**src/design/assert_macros.svh**
```systemverilog
// Assertion macros used by the sorted ID list lookup sequencer (sil_ctrl).
`ifndef ASSERT_MACROS_SVH
`define ASSERT_MACROS_SVH

// Property checked at every rising edge of clk outside reset.
`define SIL_ASSERT(name, prop, msg) \
  name: assert property (@(posedge clk) disable iff (rst) prop) \
    else $error(msg);

// Condition that must never be true outside reset.
`define SIL_ASSERT_NEVER(name, expr, msg) \
  name: assert property (@(posedge clk) disable iff (rst) !(expr)) \
    else $error(msg);

`endif

```
**src/design/sil_pkg.sv**
```systemverilog
// Package for the sorted ID list lookup: constants, codes, states and shared types.
package sil_pkg;

  localparam int SIL_MAX_SNAPSHOTS = 64;
  localparam int MAX_ENTRIES       = 256;
  localparam int ENT_AW            = $clog2(MAX_ENTRIES);
  localparam int MOD_FRAC_BITS     = 16;
  localparam int MOD_W             = MOD_FRAC_BITS + 1;
  localparam int CNT_W             = 9;
  localparam int KEY_W             = 63;
  localparam int HALF_W            = 31;
  localparam int SNAP_W            = 6;
  localparam int CFG_W             = 7;
  localparam int PROBE_W           = 4;
  localparam int PROBE_MAX         = ENT_AW + 1;

  localparam int IN_TDATA_W  = 168;
  localparam int OUT_TDATA_W = 40;
  localparam int IN_TUSER_W  = 2;

  localparam logic [CNT_W-1:0] CNT_MAX = '1;
  localparam logic [CNT_W-1:0] LEN_MAX = CNT_W'(MAX_ENTRIES);
  localparam logic [MOD_W-1:0] MOD_ONE = MOD_W'(1) << MOD_FRAC_BITS;

  // configuration register indexes
  localparam logic CFG_REION_SNAP = 1'b0;
  localparam logic CFG_LOW_SNAP   = 1'b1;

  typedef enum logic [1:0] {
    CMD_SET_LEN = 2'd0,
    CMD_WRITE   = 2'd1,
    CMD_LOOKUP  = 2'd2
  } cmd_t;

  typedef enum logic [2:0] {
    ST_IDLE,
    ST_META,
    ST_EVAL,
    ST_PROBE,
    ST_DONE
  } state_t;

  typedef struct packed {
    logic [CNT_W-1:0] len;
    logic [CNT_W-1:0] cnt;
  } meta_t;

  typedef struct packed {
    logic [KEY_W-1:0] key;
    logic [MOD_W-1:0] modifier;
  } entry_t;

endpackage

```
**src/design/sil_ctrl.sv**
```systemverilog
// Command sequencer: decodes words, runs the halving search and holds the result register.
`include "assert_macros.svh"

module sil_ctrl
  import sil_pkg::*;
#(
  parameter int MAX_SNAPSHOTS = SIL_MAX_SNAPSHOTS,
  parameter int SNAP_AW       = (MAX_SNAPSHOTS > 1) ? $clog2(MAX_SNAPSHOTS) : 1
) (
  input  logic                      clk,
  input  logic                      rst,
  input  logic                      s_axis_tvalid,
  output logic                      s_axis_tready,
  input  logic [IN_TDATA_W-1:0]     s_axis_tdata,
  input  logic [IN_TUSER_W-1:0]     s_axis_tuser,
  output logic                      m_axis_tvalid,
  input  logic                      m_axis_tready,
  output logic [OUT_TDATA_W-1:0]    m_axis_tdata,
  input  logic                      cfg_we,
  input  logic                      cfg_index,
  input  logic [CFG_W-1:0]          cfg_data,
  output logic [SNAP_AW-1:0]        meta_raddr,
  input  meta_t                     meta_rdata,
  output logic                      meta_we,
  output meta_t                     meta_wdata,
  output logic                      ent_we,
  output logic [SNAP_AW+ENT_AW-1:0] ent_waddr,
  output entry_t                    ent_wdata,
  output logic [SNAP_AW+ENT_AW-1:0] ent_raddr,
  input  entry_t                    ent_rdata
);

  localparam int SNAP_XW = SNAP_AW + SNAP_W;

  state_t              state, state_next;
  logic [CFG_W-1:0]    reion_snap, low_snap;

  logic [1:0]          cmd_q;
  logic [SNAP_W-1:0]   snap_q;
  logic [ENT_AW-1:0]   eidx_q;
  logic [CNT_W-1:0]    ecnt_q;
  logic [KEY_W-1:0]    ekey_q;
  logic [MOD_W-1:0]    emod_q;
  logic [KEY_W-1:0]    id_q;
  logic                cm_q;
  logic [CNT_W-1:0]    len_q, cnt_q;
  logic [ENT_AW-1:0]   idx;
  logic [PROBE_W-1:0]  probe_c;

  logic                res_found, res_found_next;
  logic [ENT_AW-1:0]   res_pos, res_pos_next;
  logic [MOD_W-1:0]    res_mod, res_mod_next;
  logic [CNT_W-1:0]    res_total, res_total_next;
  logic                res_all, res_all_next;
  logic                res_load;

  logic [SNAP_XW-1:0]  snap_ext;
  logic                snap_ok;
  logic [SNAP_AW-1:0]  snap_addr;
  meta_t               cur;
  logic                reion_on, in_range, search_go;
  logic [CNT_W:0]      half;
  logic [ENT_AW-1:0]   init_idx;
  logic [CNT_W-1:0]    new_len;
  logic                hit, go_up, stop;
  logic [PROBE_W-1:0]  sh;
  logic [CNT_W:0]      mask, step, up_sum;
  logic [ENT_AW-1:0]   idx_up, idx_down, idx_next;
  logic [CNT_W-1:0]    cnt_inc;
  logic                out_free;

  assign s_axis_tready = (state == ST_IDLE);
  assign out_free      = !m_axis_tvalid || m_axis_tready;

  assign snap_ext   = {{SNAP_AW{1'b0}}, snap_q};
  assign snap_ok    = snap_ext < SNAP_XW'(MAX_SNAPSHOTS);
  assign snap_addr  = snap_ext[SNAP_AW-1:0];
  assign meta_raddr = snap_addr;
  assign cur        = snap_ok ? meta_rdata : '0;

  assign reion_on  = reion_snap != low_snap;
  assign in_range  = {1'b0, snap_q} < reion_snap;
  assign search_go = (cmd_q == CMD_LOOKUP) && snap_ok && reion_on && in_range &&
                     (cur.len != '0);

  // first probe at ceil(n/2)-1
  assign half     = ({1'b0, cur.len} + (CNT_W+1)'(1)) >> 1;
  assign init_idx = ENT_AW'(half - (CNT_W+1)'(1));
  assign new_len  = (ecnt_q > LEN_MAX) ? LEN_MAX : ecnt_q;

  // probe compare and next position: step is ceil(n / 2^(c+1))
  assign hit     = ent_rdata.key == id_q;
  assign go_up   = id_q > ent_rdata.key;
  assign stop    = (len_q >> probe_c) == '0;
  assign sh      = probe_c + PROBE_W'(1);
  assign mask    = ((CNT_W+1)'(1) << sh) - (CNT_W+1)'(1);
  assign step    = ({1'b0, len_q} + mask) >> sh;
  assign up_sum  = {{(CNT_W+1-ENT_AW){1'b0}}, idx} + step;
  assign idx_up  = (up_sum >= {1'b0, len_q}) ? ENT_AW'(len_q - CNT_W'(1))
                                             : up_sum[ENT_AW-1:0];
  assign idx_down = (step > {{(CNT_W+1-ENT_AW){1'b0}}, idx}) ? '0
                  : ENT_AW'({{(CNT_W+1-ENT_AW){1'b0}}, idx} - step);
  assign idx_next = go_up ? idx_up : idx_down;
  assign cnt_inc  = (cnt_q != CNT_MAX) ? cnt_q + CNT_W'(1) : cnt_q;

  always_comb begin
    state_next = state;
    case (state)
      ST_IDLE:  if (s_axis_tvalid) state_next = ST_META;
      ST_META:  state_next = ST_EVAL;
      ST_EVAL:  state_next = search_go ? ST_PROBE : ST_DONE;
      ST_PROBE: if (hit || stop) state_next = ST_DONE;
      ST_DONE:  if (out_free) state_next = ST_IDLE;
      default:  state_next = ST_IDLE;
    endcase
  end

  always_comb begin
    meta_we        = 1'b0;
    meta_wdata     = '0;
    ent_we         = 1'b0;
    ent_waddr      = {snap_addr, eidx_q};
    ent_wdata      = '{key: ekey_q, modifier: emod_q};
    ent_raddr      = {snap_addr, idx_next};
    res_load       = 1'b0;
    res_found_next = 1'b0;
    res_pos_next   = '0;
    res_mod_next   = MOD_ONE;
    res_total_next = cur.cnt;
    res_all_next   = cur.cnt == cur.len;
    case (state)
      ST_EVAL: begin
        ent_raddr = {snap_addr, init_idx};
        if (!search_go) begin
          res_load = 1'b1;
          case (cmd_q)
            CMD_SET_LEN: begin
              if (snap_ok) begin
                meta_we        = 1'b1;
                meta_wdata     = '{len: new_len, cnt: '0};
                res_total_next = '0;
                res_all_next   = new_len == '0;
              end
            end
            CMD_WRITE: ent_we = snap_ok;
            default: ;
          endcase
        end
      end
      ST_PROBE: begin
        res_total_next = cnt_q;
        res_all_next   = cnt_q == len_q;
        if (hit) begin
          res_load       = 1'b1;
          res_found_next = 1'b1;
          res_pos_next   = idx;
          res_mod_next   = ent_rdata.modifier;
          if (cm_q) begin
            meta_we        = cnt_q != CNT_MAX;
            meta_wdata     = '{len: len_q, cnt: cnt_inc};
            res_total_next = cnt_inc;
            res_all_next   = cnt_inc == len_q;
          end
        end else if (stop) begin
          res_load = 1'b1;
        end
      end
      default: ;
    endcase
  end

  always_ff @(posedge clk) begin
    if (rst) begin
      state         <= ST_IDLE;
      m_axis_tvalid <= 1'b0;
      reion_snap    <= '0;
      low_snap      <= '0;
    end else begin
      state <= state_next;
      if (cfg_we) begin
        case (cfg_index)
          CFG_REION_SNAP: reion_snap <= cfg_data;
          CFG_LOW_SNAP:   low_snap   <= cfg_data;
          default: ;
        endcase
      end
      if (state == ST_DONE && out_free) begin
        m_axis_tvalid <= 1'b1;
      end else if (m_axis_tready) begin
        m_axis_tvalid <= 1'b0;
      end
    end
  end

  always_ff @(posedge clk) begin
    if (s_axis_tvalid && s_axis_tready) begin
      cmd_q  <= s_axis_tuser;
      snap_q <= s_axis_tdata[5:0];
      eidx_q <= s_axis_tdata[13:6];
      ecnt_q <= s_axis_tdata[22:14];
      ekey_q <= s_axis_tdata[85:23];
      emod_q <= s_axis_tdata[102:86];
      // ID is tree << 32 | halo, bit 31 always clear
      id_q   <= {s_axis_tdata[133:103], 1'b0, s_axis_tdata[164:134]};
      cm_q   <= s_axis_tdata[165];
    end
    if (state == ST_EVAL) begin
      len_q   <= cur.len;
      cnt_q   <= cur.cnt;
      idx     <= init_idx;
      probe_c <= PROBE_W'(1);
    end else if (state == ST_PROBE) begin
      idx     <= idx_next;
      probe_c <= probe_c + PROBE_W'(1);
    end
    if (res_load) begin
      res_found <= res_found_next;
      res_pos   <= res_pos_next;
      res_mod   <= res_mod_next;
      res_total <= res_total_next;
      res_all   <= res_all_next;
    end
    if (state == ST_DONE && out_free) begin
      m_axis_tdata <= {{(OUT_TDATA_W-2-ENT_AW-MOD_W-CNT_W){1'b0}},
                       res_all, res_total, res_mod, res_pos, res_found};
    end
  end

  `SIL_ASSERT_NEVER(a_single_store_write, meta_we && ent_we, "both stores written at once")
  `SIL_ASSERT(a_probe_in_list, (state == ST_PROBE) |-> ({1'b0, idx} < len_q), "probe index past list end")
  `SIL_ASSERT(a_probe_bound, (state == ST_PROBE) |-> (probe_c <= PROBE_W'(PROBE_MAX)), "search ran too many probes")
  `SIL_ASSERT(a_done_exit, (state == ST_DONE) |=> (state == ST_DONE || state == ST_IDLE), "left result stage wrongly")

endmodule
```
**config.mk**
```make
export PLATFORM = sky130hd
export DESIGN_NAME = sil_ctrl
export DESIGN_NICKNAME = d
export VERILOG_FILES = /design/src/design/sil_pkg.sv /design/src/design/sil_ctrl.sv
export VERILOG_INCLUDE_DIRS = /design/src /design/src/design
export SDC_FILE = /design/constraint.sdc
export NUM_CORES = 1
export LEC_CHECK = 0
export BUFFER_PORTS_ARGS = -buffer_cell sky130_fd_sc_hd__buf_2
export CAP_MARGIN = 25
export CORE_MARGIN = 2
export CORE_UTILIZATION = 47
export DETAILED_ROUTE_END_ITERATION = 8
export PLACE_DENSITY = 0.85
export SLEW_MARGIN = 5
export SYNTH_ARGS = -nofsm -noshare
export SYNTH_HDL_FRONTEND = slang
export SYNTH_SLANG_ARGS = --single-unit
```
**constraint.sdc**
```tcl
create_clock -name clk -period 6.9 [get_ports clk]
set_input_delay 0.345 -clock clk [delete_from_list [all_inputs] [get_ports clk]]
set_output_delay 0.345 -clock clk [all_outputs]
set_load 0.1 [all_outputs]
```
==> results.json <==
{
  "crit_buf_inv": 4,
  "cts_tree": "yes",
  "grt_pass1_vias": 14320,
  "wl_per_cell_um": 24.14,
  "outcome": "complete, but fails checks",
  "synth_top_area_share_pct": 53.93,
  "finClkSkew_ns": 0.03537,
  "cp_slowest_cell": "xnor2_1",
  "globalRouteMet2Util_pct": 58.97,
  "rows": 65,
  "grt_busiest_layer": "met2",
  "grt_max_degree": 70,
  "gp_congestion": 0.9747,
  "rsz0062_at_grt": "yes",
  "fillers": 2093,
  "nNetsFinal": 2377,
  "critPathMaxStageDelay_ns": 0.45,
  "start_util_pct": 47.30,
  "period_needed_ns": 7.559,
  "drt_iter0_markers": 1346,
  "syn_area_mm2": 0.01481,
  "synth-compound-area-share_pct": 9.689,
  "antenna_found_initial": 22,
  "core_mm2": 0.03131,
  "gr-usage-met1_pct": 36.72,
  "synthSimpleGateAreaFrac_pct": 10.68,
  "synthMuxAreaShare_pct": 1.445,
  "area_growth_pct": 45.45,
  "synth_top_family_by_area": "adder cells",
  "crit_type": "reg2out",
  "clk_pin_slew_worst_paths_ns": 0.07,
  "cp-end-kind": "primary output",
  "synthXorXnorAreaFrac_pct": 4.722,
  "finalCritPeriodShare_pct": 109.6,
  "yosys_register_bits": 288,
  "fmax_mhz": 132.3,
  "worst_pin_slew_ns": 1.037,
  "synth_cell_type_count": 71,
  "synth-async-reset-ratio_pct": 0,
  "hpwl_mm": 37.82,
  "drv_slew": 0,
  "ant_nets": 0,
  "crit_required_ns": 6.55,
  "cts.root.buffer_cell": "clkbuf_16",
  "viasPerCell": 5.794,
  "timing.slew.headroom_pct": 29.06,
  "maxCapViolCount": 0,
  "arrival_ns": 7.21,
  "overflow": 0,
  "h-tree-depth": 1,
  "synth_ff_type": "edfxtp_1",
  "syn_area_per_cell_um2": 11.85,
  "yosysWarnings": 0,
  "drt-total-wl_mm": 58.24,
  "yosysTopAreaCell": "edfxtp_1",
  "hp-class": "in2reg",
  "vias": 13980,
  "setup_viol": 8,
  "cts_buffer_depth": 3,
  "io_pins": 457,
  "synth_adder_area_share_pct": 11.22,
  "die_area_mm2": 0.03295,
  "die_h_um": 181.5,
  "tns_ns": -4.784,
  "firstDrtPassIters": 6,
  "cp_max_fo": 4,
  "start_kind": "register",
  "syn_inst": 1250,
  "worstSkewPairLatency_ns": 0.61,
  "hold_violations": 0,
  "layout-drive-gt1-share_pct": 34.73,
  "clock-sinks": 288,
  "ys_seq_area_share_pct": 56.90,
  "grt_pass1_wl_mm": 84.35,
  "gr-usage-all-layers_pct": 34.16,
  "fin_ws_ns": -0.6593,
  "violations": "negative setup slack",
  "synth_enable_flop_cells": 266,
  "numPortBuffers": 450,
  "grt.met3_usage_pct": 9.386,
  "die_width_um": 181.5,
  "synth_area_leaders": "edfxtp_1, ha_1, inv_1",
  "crit_family": "compound AO/OA/AOI/OAI gates",
  "cts_buffers": 31,
  "drc": 0
}
## cells in the final DEF (no fill, tap or decap), types with 6 or more instances in the layout
cell type and n:
buf_12 9, nand3_1 36, nor2_4 6, ha_4 6, dlygate4sd3_1 173, xor2_1 20, nor3_1 15, nor4_1 23
nor2_1 60, buf_2 442, mux2i_1 18, ha_1 119, clkbuf_16 31, buf_4 99, dfxtp_1 20, a21oi_2 9
nand2b_1 14, nand2_1 84, o21ai_1 7, o21ai_0 42, o211ai_1 7, nor2b_1 7, inv_1 129, edfxtp_1 266
and2_1 19, o21bai_1 7, buf_6 8, a21o_1 16, diode_2 24, a21oi_1 61, xnor2_1 55, nand4_1 21
a211oi_1 11
## final cells by class
cell class | count | area, um2 | share of cell area, %
flip-flops and latches | 288 | 8436 | 39.16
inverters | 134 | 503.0 | 2.335
diodes | 24 | 60.06 | 0.2788
clock inverters | 20 | 203.9 | 0.9467
well taps | 402 | 503.0 | 2.335
clock buffers | 35 | 790.8 | 3.671
repair buffers | 731 | 4957 | 23.01
multi-input cells | 779 | 6090 | 28.27
## sequential cells by signal, summed over array words and instances (netlist names), 7 cells and up
signal	flops
ecnt_q	9
ekey_q	63
idx	8
res_pos	8
res_mod	17
reion_snap	7
eidx_q	8
cnt_q	9
id_q	62
emod_q	17
m_axis_tdata	36
low_snap	7
res_total	9
len_q	9
## metal layers
layer | up-vias | part of all wire [%]
met4 | 6 | 8.0
met3 | 335 | 10
met5 | - | 0.074
met1 | 6670 | 34
li1 | 5960 | -
met2 | 1009 | 48
## cells in the mapped netlist, types with 4 or more instances
master and number:
nand2_1 86, ha_1 128, nor3b_1 4, o211ai_1 7, o21bai_1 8, o221ai_1 7, buf_1 4, a21oi_1 69
edfxtp_1 266, a21o_1 17, a211oi_1 14, buf_4 17, xor2_1 23, a31oi_1 5, mux2i_1 18, dfxtp_1 22
nand4_1 21, inv_1 132, xnor2_1 55, nand2b_1 15, nor4_1 23, and2_1 20, nand3_1 37, o21a_1 4
and3_1 5, nor2_1 68, nor3_1 19, clkbuf_1 25, o21ai_0 52, nor2b_1 8
## cell families (layout without fill, tap and decap cells)
logic type | after synthesis | count (layout)
xor+xnor | 79 | 79
fa+ha+maj | 131 | 131
other cells | 1 | 28
flops | 288 | 288
mux | 21 | 21
buf+inv | 186 | 920
simple gates | 320 | 320
compound gates | 224 | 224
## stage by stage
stage	instance area [um2]	util [%]	setup slack [ns]	hold WS, ns	instances
finish	21540	68.80	-0.6593	0.01784	2413
global route	21520	68.73	-0.9718	0.002278	2404
CTS	21390	68.31	-0.4970	0.002725	2382
detailed placement	18270	58.35	-0.3365	0.4045	2143
global placement	18270	58.35	-0.1728	0.4005	2143
floorplan	15040	-	-0.2631	0.4003	1253
## worst paths after layout
path / from / endpoint / slack (ns) / cells after the start
min: meta_rdata[2] / cnt_q[2] / 0.02 / 1
max: probe_c[0] / ent_raddr[7] / -0.66 / 31
min reg2reg: res_mod[12] / m_axis_tdata[21] / 0.42 / 0
max reg2reg: probe_c[0] / idx[5] / 0.12 / 34
## repair_timing
action                                  CTS  global route
setup buffers                            15             3
gates cloned                              0             0
hold buffers                            170             3
endpoints found under the setup margin   13            16
hold endpoints to repair                170             3
resized for setup                        77             7
pin swaps                                42             4
Power is not shown: default switching activity piles up to over one toggle a cycle in this logic, so the estimate is an artifact.
